[src/hdl/rtd_pkg.sv]
// ----------------------------------------------------------------------------
// rtd_pkg
// Shared types and constants of the block run-length track decoder.
// ----------------------------------------------------------------------------
package rtd_pkg;

  // field widths fixed by the item formats
  localparam int unsigned ByteBits  = 8;
  localparam int unsigned TrackBits = 16;
  localparam int unsigned CountBits = 15;
  localparam int unsigned CapBits   = 22;

  // capacity after reset
  localparam logic [CapBits-1:0] CapReset = 22'd32768;

  // result kinds
  localparam logic KindRun  = 1'b0;
  localparam logic KindDone = 1'b1;

  // command queue between front and back
  localparam int unsigned QDepth = 4;
  localparam int unsigned QPtrW  = $clog2(QDepth);

  // one input request
  typedef struct packed {
    logic [ByteBits-1:0]  data_byte;
    logic                 track_start;
    logic [TrackBits-1:0] trk_len;
  } in_item_t;

  // one result
  typedef struct packed {
    logic                 kind;
    logic [ByteBits-1:0]  run_value;
    logic [CountBits-1:0] run_count;
    logic [CapBits-1:0]   total_len;
    logic                 last;
  } out_item_t;

  // queue entry: a run, a track-done report, or both (run first)
  typedef struct packed {
    logic                 run_v;
    logic [ByteBits-1:0]  run_value;
    logic [CountBits-1:0] run_count;
    logic                 done_v;
    logic [CapBits-1:0]   total_len;
  } rtd_cmd_t;

endpackage

[src/hdl/block_rle_track_decoder_unit.sv]
// ----------------------------------------------------------------------------
// block_rle_track_decoder_unit
// Run-length track decoder: compressed track bytes in, value/count runs and
// a per-track total out.
// ----------------------------------------------------------------------------
// Usage:
//   Input channel: one compressed byte per request (in_valid_i / in_stall_o),
//   track_start and trk_len marking the first byte of a track.
//   Output channel: runs (kind 0) and one done report (kind 1, last set)
//   per track that reaches its end (out_valid_o / out_stall_i).
//   cfg_we_i / cfg_wdata_i write the capacity; write only while idle.
//   Throughput: one byte per cycle while the queue is not full. A byte yields
//   at most one queue entry; the back end sends one result per cycle unless
//   stalled, a run then a done report for a track's last byte closing a run.
//   Path: an accepted byte's command is written into the queue, then loaded
//   into the result register, from which its result can be taken.
//   A four-entry command queue sits between the parser and the output
//   register; in_stall_o rises only when that queue is full, so a stalled
//   receiver backs up the queue before the input is held off.
//   Reset: parser idle, queue empty, no result pending, capacity 32768.
//   No clearing pass is needed after reset.
// ----------------------------------------------------------------------------
module block_rle_track_decoder_unit
  import rtd_pkg::*;
#(
  parameter int unsigned OUT_COUNT_BITS = 22
) (
  input  logic               clk_i,
  input  logic               rst_ni,
  input  logic               cfg_we_i,
  input  logic [CapBits-1:0] cfg_wdata_i,
  input  logic               in_valid_i,
  output logic               in_stall_o,
  input  in_item_t           in_data_i,
  output logic               out_valid_o,
  input  logic               out_stall_i,
  output out_item_t          out_data_o
);

  logic     q_push;
  logic     q_pop;
  logic     q_empty;
  logic     q_full;
  rtd_cmd_t q_in;
  rtd_cmd_t q_head;
  logic     accept;

  assign in_stall_o = q_full;
  assign accept     = in_valid_i && !q_full;

  // parser
  rtd_front #(
    .OUT_COUNT_BITS(OUT_COUNT_BITS)
  ) u_front (
    .clk_i      (clk_i),
    .rst_ni     (rst_ni),
    .cfg_we_i   (cfg_we_i),
    .cfg_wdata_i(cfg_wdata_i),
    .accept_i   (accept),
    .item_i     (in_data_i),
    .push_o     (q_push),
    .cmd_o      (q_in)
  );

  // command queue
  rtd_fifo u_fifo (
    .clk_i      (clk_i),
    .rst_ni     (rst_ni),
    .push_i     (q_push),
    .push_data_i(q_in),
    .pop_i      (q_pop),
    .head_o     (q_head),
    .empty_o    (q_empty),
    .full_o     (q_full)
  );

  // result stage
  rtd_back u_back (
    .clk_i      (clk_i),
    .rst_ni     (rst_ni),
    .head_i     (q_head),
    .empty_i    (q_empty),
    .pop_o      (q_pop),
    .out_valid_o(out_valid_o),
    .out_stall_i(out_stall_i),
    .out_data_o (out_data_o)
  );

  // queue never written when full, never read when empty
  a_no_overflow : assert property (@(posedge clk_i) disable iff (!rst_ni)
    q_push |-> !q_full)
    else $error("command queue overflow");

  a_no_underflow : assert property (@(posedge clk_i) disable iff (!rst_ni)
    q_pop |-> !q_empty)
    else $error("command queue underflow");

  // a presented run always carries a non-zero count
  a_run_count : assert property (@(posedge clk_i) disable iff (!rst_ni)
    (out_valid_o && (out_data_o.kind == KindRun)) |-> (out_data_o.run_count != '0))
    else $error("run with zero count");

  // nothing presented in the cycle after reset releases
  a_reset_idle : assert property (@(posedge clk_i)
    $rose(rst_ni) |-> !out_valid_o)
    else $error("result presented straight after reset");

endmodule

[src/hdl/rtd_front.sv]
// ----------------------------------------------------------------------------
// rtd_front
// Parses the compressed byte stream: header, fill and literal tracking,
// capacity clipping, and issue of run / done commands to the queue.
// ----------------------------------------------------------------------------
module rtd_front
  import rtd_pkg::*;
#(
  parameter int unsigned OUT_COUNT_BITS = 22
) (
  input  logic                clk_i,
  input  logic                rst_ni,
  input  logic                cfg_we_i,
  input  logic [CapBits-1:0]  cfg_wdata_i,
  input  logic                accept_i,
  input  in_item_t            item_i,
  output logic                push_o,
  output rtd_cmd_t            cmd_o
);

  localparam int unsigned CW = (OUT_COUNT_BITS > CapBits) ? OUT_COUNT_BITS : CapBits;
  localparam logic [CW-1:0] CapLim = CW'({OUT_COUNT_BITS{1'b1}});

  localparam logic [2:0] PhIdle  = 3'd0;
  localparam logic [2:0] PhHdrLo = 3'd1;
  localparam logic [2:0] PhHdrHi = 3'd2;
  localparam logic [2:0] PhFill  = 3'd3;
  localparam logic [2:0] PhLit   = 3'd4;

  logic [CapBits-1:0]        cap_q;
  logic [2:0]                phase_q, phase_d;
  logic [ByteBits-1:0]       hdr_lo_q, hdr_lo_d;
  logic [TrackBits-1:0]      trk_rem_q, trk_rem_d;
  logic [CountBits-1:0]      blk_rem_q, blk_rem_d;
  logic [OUT_COUNT_BITS-1:0] out_cnt_q, out_cnt_d;
  logic                      stopped_q, stopped_d;

  // working copies: a track start resets the state before the byte is used
  logic [2:0]                ph;
  logic [ByteBits-1:0]       hl;
  logic [TrackBits-1:0]      tr;
  logic [CountBits-1:0]      br;
  logic [OUT_COUNT_BITS-1:0] oc;
  logic                      stp;

  logic [CW-1:0]        cap_eff;
  logic [CW-1:0]        oc_ext;
  logic [CW-1:0]        room;
  logic                 full;
  logic [CountBits-1:0] fill_cnt;
  logic [CountBits-1:0] hdr_len;
  logic [TrackBits-1:0] tr_dec;

  // capacity register
  always_ff @(posedge clk_i or negedge rst_ni) begin
    if (!rst_ni) begin
      cap_q <= CapReset;
    end else if (cfg_we_i) begin
      cap_q <= cfg_wdata_i;
    end
  end

  always_comb begin
    ph  = item_i.track_start ? PhHdrLo : phase_q;
    hl  = item_i.track_start ? '0 : hdr_lo_q;
    tr  = item_i.track_start ? item_i.trk_len : trk_rem_q;
    br  = item_i.track_start ? '0 : blk_rem_q;
    oc  = item_i.track_start ? '0 : out_cnt_q;
    stp = item_i.track_start ? 1'b0 : stopped_q;
  end

  // capacity arithmetic
  always_comb begin
    cap_eff  = (CW'(cap_q) < CapLim) ? CW'(cap_q) : CapLim;
    oc_ext   = CW'(oc);
    full     = (oc_ext >= cap_eff);
    room     = cap_eff - oc_ext;
    fill_cnt = (CW'(br) < room) ? br : room[CountBits-1:0];
    hdr_len  = {item_i.data_byte[6:0], hl};
    tr_dec   = tr - 16'd1;
  end

  // next state and command
  always_comb begin
    phase_d   = phase_q;
    hdr_lo_d  = hdr_lo_q;
    trk_rem_d = trk_rem_q;
    blk_rem_d = blk_rem_q;
    out_cnt_d = out_cnt_q;
    stopped_d = stopped_q;
    push_o    = 1'b0;
    cmd_o     = '0;

    if (accept_i) begin
      if (item_i.track_start && (item_i.trk_len == '0)) begin
        // empty track: report at once
        phase_d   = PhIdle;
        hdr_lo_d  = '0;
        trk_rem_d = '0;
        blk_rem_d = '0;
        out_cnt_d = '0;
        stopped_d = 1'b0;
        push_o    = 1'b1;
        cmd_o.done_v = 1'b1;
      end else if (ph != PhIdle) begin
        phase_d   = ph;
        hdr_lo_d  = hl;
        blk_rem_d = br;
        out_cnt_d = oc;
        stopped_d = stp;

        if (!stp) begin
          unique case (ph)
            PhHdrLo: begin
              if (full) begin
                stopped_d = 1'b1;
              end else begin
                hdr_lo_d = item_i.data_byte;
                phase_d  = PhHdrHi;
              end
            end
            PhHdrHi: begin
              if (hdr_len == '0) begin
                stopped_d = 1'b1;
              end else if (item_i.data_byte[7]) begin
                blk_rem_d = hdr_len;
                phase_d   = PhFill;
              end else if (TrackBits'(hdr_len) > tr_dec) begin
                stopped_d = 1'b1;
              end else begin
                blk_rem_d = hdr_len;
                phase_d   = PhLit;
              end
            end
            PhFill: begin
              if (full) begin
                stopped_d = 1'b1;
              end else begin
                push_o          = 1'b1;
                cmd_o.run_v     = 1'b1;
                cmd_o.run_value = item_i.data_byte;
                cmd_o.run_count = fill_cnt;
                out_cnt_d       = oc + OUT_COUNT_BITS'(fill_cnt);
                phase_d         = PhHdrLo;
              end
            end
            PhLit: begin
              if (!full) begin
                push_o          = 1'b1;
                cmd_o.run_v     = 1'b1;
                cmd_o.run_value = item_i.data_byte;
                cmd_o.run_count = 15'd1;
                out_cnt_d       = oc + 1'b1;
              end
              blk_rem_d = br - 15'd1;
              if (br == 15'd1) begin
                phase_d = PhHdrLo;
              end
            end
            default: begin
              stopped_d = 1'b1;
            end
          endcase
        end

        // track bookkeeping
        trk_rem_d = tr_dec;
        if (tr_dec == '0) begin
          push_o          = 1'b1;
          cmd_o.done_v    = 1'b1;
          cmd_o.total_len = CapBits'(out_cnt_d);
          phase_d         = PhIdle;
          stopped_d       = 1'b0;
          blk_rem_d       = '0;
        end
      end
    end
  end

  always_ff @(posedge clk_i or negedge rst_ni) begin
    if (!rst_ni) begin
      phase_q   <= PhIdle;
      hdr_lo_q  <= '0;
      trk_rem_q <= '0;
      blk_rem_q <= '0;
      out_cnt_q <= '0;
      stopped_q <= 1'b0;
    end else begin
      phase_q   <= phase_d;
      hdr_lo_q  <= hdr_lo_d;
      trk_rem_q <= trk_rem_d;
      blk_rem_q <= blk_rem_d;
      out_cnt_q <= out_cnt_d;
      stopped_q <= stopped_d;
    end
  end

endmodule

[src/hdl/rtd_fifo.sv]
// ----------------------------------------------------------------------------
// rtd_fifo
// Short command queue decoupling the parser from the result stage.
// ----------------------------------------------------------------------------
module rtd_fifo
  import rtd_pkg::*;
(
  input  logic     clk_i,
  input  logic     rst_ni,
  input  logic     push_i,
  input  rtd_cmd_t push_data_i,
  input  logic     pop_i,
  output rtd_cmd_t head_o,
  output logic     empty_o,
  output logic     full_o
);

  rtd_cmd_t         mem_q [QDepth];
  logic [QPtrW-1:0] wr_ptr_q, rd_ptr_q;
  logic [QPtrW:0]   cnt_q;

  assign head_o  = mem_q[rd_ptr_q];
  assign empty_o = (cnt_q == '0);
  assign full_o  = (cnt_q == (QPtrW+1)'(QDepth));

  // entry storage
  always_ff @(posedge clk_i) begin
    if (push_i) begin
      mem_q[wr_ptr_q] <= push_data_i;
    end
  end

  // pointers and fill level
  always_ff @(posedge clk_i or negedge rst_ni) begin
    if (!rst_ni) begin
      wr_ptr_q <= '0;
      rd_ptr_q <= '0;
      cnt_q    <= '0;
    end else begin
      if (push_i) begin
        wr_ptr_q <= wr_ptr_q + 1'b1;
      end
      if (pop_i) begin
        rd_ptr_q <= rd_ptr_q + 1'b1;
      end
      if (push_i && !pop_i) begin
        cnt_q <= cnt_q + 1'b1;
      end else if (pop_i && !push_i) begin
        cnt_q <= cnt_q - 1'b1;
      end
    end
  end

endmodule

[src/hdl/rtd_back.sv]
// ----------------------------------------------------------------------------
// rtd_back
// Result stage: takes queued commands and presents run and done results
// from a register, a run before the done report of the same command.
// ----------------------------------------------------------------------------
module rtd_back
  import rtd_pkg::*;
(
  input  logic      clk_i,
  input  logic      rst_ni,
  input  rtd_cmd_t  head_i,
  input  logic      empty_i,
  output logic      pop_o,
  output logic      out_valid_o,
  input  logic      out_stall_i,
  output out_item_t out_data_o
);

  rtd_cmd_t cur_q;
  logic     cur_v_q;
  logic     run_pend_q;
  logic     advance;
  logic     finish;

  assign advance = cur_v_q && !out_stall_i;
  assign finish  = advance && !(run_pend_q && cur_q.done_v);
  assign pop_o   = (!cur_v_q || finish) && !empty_i;

  // result formatting
  always_comb begin
    out_valid_o = cur_v_q;
    out_data_o  = '0;
    if (run_pend_q) begin
      out_data_o.kind      = KindRun;
      out_data_o.run_value = cur_q.run_value;
      out_data_o.run_count = cur_q.run_count;
    end else begin
      out_data_o.kind      = KindDone;
      out_data_o.total_len = cur_q.total_len;
      out_data_o.last      = 1'b1;
    end
  end

  always_ff @(posedge clk_i) begin
    if (pop_o) begin
      cur_q <= head_i;
    end
  end

  always_ff @(posedge clk_i or negedge rst_ni) begin
    if (!rst_ni) begin
      cur_v_q    <= 1'b0;
      run_pend_q <= 1'b0;
    end else if (pop_o) begin
      cur_v_q    <= 1'b1;
      run_pend_q <= head_i.run_v;
    end else if (finish) begin
      cur_v_q    <= 1'b0;
      run_pend_q <= 1'b0;
    end else if (advance) begin
      // run taken, done report follows
      run_pend_q <= 1'b0;
    end
  end

endmodule

[config.mk]
export PLATFORM = sky130hd
export DESIGN_NAME = block_rle_track_decoder_unit
export DESIGN_NICKNAME = d
export VERILOG_FILES = /design/src/hdl/rtd_pkg.sv /design/src/hdl/block_rle_track_decoder_unit.sv /design/src/hdl/rtd_front.sv /design/src/hdl/rtd_fifo.sv /design/src/hdl/rtd_back.sv
export SDC_FILE = /design/constraint.sdc
export NUM_CORES = 1
export LEC_CHECK = 0
export BUFFER_PORTS_ARGS = -buffer_cell sky130_fd_sc_hd__buf_2
export CORE_MARGIN = 1
export CORE_UTILIZATION = 45
export CTS_BUF_LIST = sky130_fd_sc_hd__clkbuf_4
export DETAILED_ROUTE_END_ITERATION = 8
export GPL_ROUTABILITY_DRIVEN = 0
export SLEW_MARGIN = 20
export SYNTH_ARGS = -nofsm -noshare
export SYNTH_HDL_FRONTEND = slang
export SYNTH_SLANG_ARGS = --single-unit
[constraint.sdc]
create_clock -name clk_i -period 8.5 [get_ports clk_i]
set_input_delay 0.425 -clock clk_i [delete_from_list [all_inputs] [get_ports clk_i]]
set_output_delay 0.425 -clock clk_i [all_outputs]
set_load 0.05 [all_outputs]
-- Yosys cells after proc, flatten, opt, wreduce, memory -nomap -nowiden
Memory sizes are Yosys's and may differ from the RTL's.
Index checks and enable logic that the tools add are counted.
- register bits after elaboration: 142
- latch bits: 0
- bits in writable memories: 188
- ROM bits: 0
- bits of input ports: 52
- output and inout port bits: 49
- logic and storage cells: 142
- memories kept: 1
- add/sub/neg operators: 9
- multipliers: 0
- div/mod/pow operators: 0
- order comparisons: 4
- equality and inequality tests: 6
- shift-type cells: 0
- muxes and demuxes: 78
- bitwise logic cells: 0
- reductions and logical operators: 28
- memory list (memory ; words ; width ; rd ports ; clocked after Yosys merged registers in ; wr ports ; RTL line ; source):
    u_fifo.mem_q ; 4 ; 47 ; 1 ; 0 ; 1 ; rtd_fifo.sv:18 ; rtd_cmd_t mem_q [QDepth];
- operator list (operator ; count):
    22-bit 2-to-1 mux ; 8
    15-bit 2-to-1 mux ; 9
    24-bit 2-to-1 mux ; 4
    47-bit 2-to-1 mux ; 2
    23-bit 2-to-1 mux ; 3
    16-bit 2-to-1 mux ; 3
    8-bit 2-to-1 mux ; 6
    24-bit case mux with 2 select lines ; 1
    22-bit case mux with 2 select lines ; 1
    3-bit 2-to-1 mux ; 13
    16-bit zero test ; 2
    15-bit case mux with 2 select lines ; 1
    1-bit 2-to-1 mux ; 25
    22-bit by 1-bit adder with 22-bit output (second input constant) ; 1
    22-bit by 15-bit adder with 22-bit output ; 1
    22-bit >= comparator ; 1
    15-bit by 22-bit < comparator with 1-bit output ; 1
    22-bit < comparator (second input constant) ; 1
    22-bit subtractor ; 1
    15-bit by 16-bit greater-than comparator with 1-bit output ; 1
    16-bit by 1-bit subtractor with 16-bit output (second input constant) ; 1
    15-bit by 1-bit == test with 1-bit output (second input constant) ; 1
    15-bit zero test ; 1
    15-bit by 1-bit subtractor with 15-bit output (second input constant) ; 1
    16 further kinds ; 36

-- Depth between registers and ports, before layout
- word-level depth: 14
- gate-level depth with buffers: 35
- depth with buffers taken out: 30

-- By module
Synthesis repeated with hierarchy kept, for this count alone.
- cell total of the unflattened synthesis: 1634
- area, all modules: 18431.4 µm²
- modules (own cells, without submodules) (module ; instances ; cells each ; area each (µm²) ; seq. area each (µm²)):
    rtd_front ; 1 ; 1242 ; 9402.8 ; 2178.3
    rtd_fifo ; 1 ; 280 ; 7198.2 ; 5820.6
    rtd_back ; 1 ; 111 ; 1816.7 ; 1431.4
    block_rle_track_decoder_unit ; 1 ; 1 ; 13.8 ; 0.0

-- Worst setup path before layout
Ideal clock, no wire load.
- path kind: in2reg
- from: input in_data_i[16] in the netlist's numbering
- to: memory u_fifo.mem_q[0][20] in the netlist's numbering, data pin
- setup time: 266 ps
- arrival time: 7470 ps
- path slack: 763 ps
- stages on the path: 34
- cells stage by stage: buf_2 buf_4 inv_1 clkbuf_1 clkbuf_1 nand2_1 ha_1 nand3_1 o21ba_2 o31ai_1 a211oi_1 or4b_2 o311ai_0 inv_1 ha_1 nand2_1 or3_1 a21oi_1 o211ai_1 or4_1 clkbuf_1 or3_1 nand2_1 ha_1 inv_1 fa_1 nor2b_1 o21a_1 o21ai_0 a211o_1 a21oi_1 o211ai_1 a21oi_1 mux2_2
- RTL lines (item ; RTL line ; source):
    from (decl) ; block_rle_track_decoder_unit.sv:34 ; input in_item_t in_data_i,
    to (decl) ; rtd_fifo.sv:18 ;

==> results.json <==
{
  "cp.arrival_ns": 8.25,
  "fin_crit_sh_pct": 91.3,
  "drt_wl_total_mm": 52.7,
  "ys_seq_area_share_pct": 50.2,
  "hold_viol": 0,
  "core_um2": 41000,
  "grt_pass1_wl_mm": 82.1,
  "synth_edf_count": 234,
  "drv_slew": 0,
  "drive_above_1_share_pct": 20.1,
  "p_sw_share_pct": 39.7,
  "antenna_left": 0,
  "io_pins": 101,
  "portBuffers": 100,
  "critPathLaunch": "u_front.out_cnt_q[0]",
  "status": "finished with violations",
  "cp_top_family": "compound AO/OA/AOI/OAI gates",
  "synth_ff_type": "edfxtp_1",
  "peakVddDrop_mv": 0.159,
  "clkSinkCount": 330,
  "r2r_cells": 27,
  "first_global_vias": 14339,
  "cp-start-kind": "flip-flop",
  "drtPass1Iterations": 8,
  "cp.depth": 27,
  "worst_pin_slew_ns": 0.992,
  "grt_max_degree": 73,
  "synth_adder_area_share_pct": 5.38,
  "fin_crit_ns": 7.76,
  "synth.mux.area_fraction_pct": 8.68,
  "power_density_nw_per_um2": 281,
  "final_cell_mix": "edfxtp_1, nand2_1, clkbuf_4",
  "synth_xor_area_share_pct": 2.33,
  "cap_violations": 0,
  "antenna_found_initial": 3,
  "post_dp_cell_area_um2": 19800,
  "r2r_setup_slack_ns": 0.74,
  "r2r_end": "u_fifo.mem_q[1][21]",
  "p_sw_mw": 2.36,
  "vias": 14514,
  "die-area_um2": 42600,
  "violations": "design-rule violations",
  "syn-num-nets": 1823,
  "numCtsBuffers": 86,
  "cellLeakagePower_nw": 8.64,
  "clk_latency_ns": 0.79,
  "pwr-share-clk_pct": 24.2,
  "end_kind": "flip-flop",
  "initial_utilization_pct": 45.8,
  "finalNonFillerCells": 2432,
  "die_y_um": 206,
  "synth_cell_type_count": 91,
  "synth_simple_gate_area_share_pct": 14.9,
  "async_reset_ff_share_pct": 29.1,
  "yosys_warnings": 0,
  "cts_tree": "done",
  "hold_class": "input pin to flip-flop",
  "cp_data_required_time_ns": 8.99,
  "grtUsageTotal_pct": 25.5,
  "crit_top_cell": "o21ai_0",
  "synth_area_um2": 18800,
  "final_nets": 1958,
  "fmaxAchievable_mhz": 129,
  "synthCells": 1692,
  "routed_via_density": 5.97,
  "syn_avg_cell_area_um2": 11.1,
  "final_cell_area_um2": 21200,
  "synth_compound_area_share_pct": 14.6,
  "drc": 18,
  "reg2reg_from": "u_front.out_cnt_q[0]",
  "cts_root_buffer": "clkbuf_4",
  "place_ws_ns": 0.224,
  "crit_end": "u_fifo.mem_q[1][21]",
  "ctsHtreeMaxLevel": 3,
  "wl_per_cell_um": 21.7,
  "crit_path_max_fanout": 20,
  "hold-worst-slack_ns": 0.0480,
  "setup_viol": 0,
  "rsz0062_at_grt": "no",
  "drt_iter0_markers": 1167,
  "area_delta_synth_final_pct": 12.8,
  "die_w_um": 206,
  "crit_type": "flip-flop to flip-flop",
  "synth_top_family_by_area": "simple AND/OR/NAND/NOR gates",
  "final_common_cell": "edfxtp_1",
  "crit_path_max_incr_delay_ns": 0.51,
  "intPower_mw": 3.59,
  "grt_overflow_total": 0,
  "ys_seq_elements": 330,
  "p_comb_share_pct": 38.2,
  "placedCellCount": 2247,
  "clock_tree.buffer_depth": 3,
  "max-slew-margin-rel_pct": 33.9,
  "tns_ns": 0,
  "timing.critical_path.buf_inv": 2,
  "clk_pin_slew_ns": 0.07,
  "std_cell_rows": 74,
  "dp_hpwl_mm": 36.9,
  "seqPwrFrac_pct": 37.6,
  "finalWorstSetupSlack_ns": 0.741,
  "finClkSkew_ns": 0.0873,
  "cpMaxStageDelayCell": "or4_1"
}
==> power by group through the flow <==
stage	clock network (mW)	registers (mW)	logic (mW)
2_1_floorplan	0	2.14	1.79
3_3_place_gp	0	2.27	2.23
3_5_place_dp	0	2.28	2.26
4_1_cts	1.49	2.24	2.28
5_1_grt	1.57	2.28	2.47
6_report	1.44	2.24	2.27
==> flip-flops by register name, indices dropped and copies added, names as in the netlist <==
register            flops
u_front.phase_q         3
u_fifo.wr_ptr_q         2
u_fifo.mem_q          188
u_back.run_pend_q       1
u_front.blk_rem_q      15
u_front.stopped_q       1
u_front.hdr_lo_q        8
u_back.cur_q           46
u_back.out_valid_o      1
u_front.cap_q          22
u_fifo.rd_ptr_q         2
u_front.out_cnt_q      22
u_fifo.cnt_q            3
u_front.trk_rem_q      16
==> worst min path at each step <==
stage,start,endpoint,cells past startpoint
2_1_floorplan,rst_ni,u_back.out_valid_o,0
3_3_place_gp,rst_ni,u_front.cap_q[21],1
3_5_place_dp,rst_ni,u_front.cap_q[21],1
4_1_cts,out_stall_i,u_back.out_valid_o,4
5_1_grt,out_stall_i,u_back.run_pend_q,3
6_report,out_stall_i,u_back.run_pend_q,3
==> through the flow <==
| stage | utilization (%) | power, mW |
|---|---|---|
| finish | 51.7 | 5.96 |
| global placement | 48.2 | 4.51 |
| CTS | 51.7 | 6.01 |
| detailed placement | 48.2 | 4.54 |
| global route | 51.7 | 6.32 |
| floorplan | - | 3.92 |
==> cell usage after synthesis (13+ instances only) <==
cell type / number / area [um^2]
xnor2_1: 32 / 280
nand4_1: 15 / 93.8
nor4_1: 23 / 144
nand3_1: 41 / 205
clkbuf_1: 80 / 300
o21a_1: 13 / 97.6
ha_1: 76 / 951
mux4_2: 47 / 1060
nand2_1: 149 / 559
inv_1: 84 / 315
or3_1: 19 / 119
mux2i_1: 27 / 270
or4_1: 13 / 97.6
mux2_2: 26 / 293
and2_1: 40 / 250
o21ai_0: 90 / 450
a21oi_1: 79 / 395
o211ai_1: 23 / 173
a31oi_1: 20 / 125
xor2_1: 18 / 158
nor2_1: 92 / 345
dfrtp_1: 95 / 2380
nor2b_1: 50 / 313
a21o_1: 20 / 150
edfxtp_1: 234 / 7030
nand2b_1: 13 / 81.3
nor3_1: 35 / 175
o31ai_1: 17 / 128
a211oi_1: 22 / 165
==> final cells by class <==
cell class | instances | area [um^2]
clock inverters | 30 | 204
multi-input cells | 1172 | 8660
inverters | 85 | 319
diodes | 3 | 7.51
clock buffers | 128 | 961
repair buffers | 152 | 957
fillers | 3741 | 19800
well taps | 532 | 666
flip-flops and latches | 330 | 9440
==> per-layer routing <==
| metal | global-route usage, % | vias up | part of all wire [%] |
|---|---|---|---|
| met5 | 1.67 | - | 0.15 |
| li1 | - | 6729 | - |
| met2 | 38.3 | 605 | 45 |
| met4 | 13.6 | 2 | 4.5 |
| met3 | 5.63 | 115 | 8.1 |
| met1 | 34.1 | 7063 | 43 |
==> cell families (layout without fill, tap and decap cells) <==
kind of cell,after synthesis,count (layout)
multiplexers,101,101
buffers and inverters,190,395
AO/OA/AOI/OAI,405,405
adder cells (fa/ha/maj),79,79
AND/OR/NAND/NOR,537,537
XOR/XNOR,50,50
other,0,3
flip-flops,330,330
==> repair_timing <==
action,in CTS,in global routing
setup endpoints to repair,0,4
buffers inserted,0,0
hold endpoints to repair,47,0
hold buffers,24,0
resized for setup,0,2
==> worst reg2reg max path, cell delays in order (launching register included) <==
cell,delay [ns]
dfrtp_1,0.41
nor2b_2,0.21
ha_1,0.22
fa_1,0.42
nor2b_1,0.19
o2111ai_1,0.21
and3_1,0.28
o21ai_0,0.23
xor2_1,0.35
inv_1,0.11
ha_1,0.31
nand4_1,0.11
or3_1,0.37
a21oi_1,0.13
o211ai_1,0.12
or4_1,0.41
buf_4,0.21
o21ai_0,0.33
nand2_1,0.12
ha_1,0.29
a21o_1,0.12
a21oi_1,0.11
o21ai_0,0.32
a41oi_1,0.32
nor4_1,0.38
o21ai_0,0.25
or4_1,0.51
a211oi_1,0.44
Note: power is estimated with default switching activity, not from simulation.
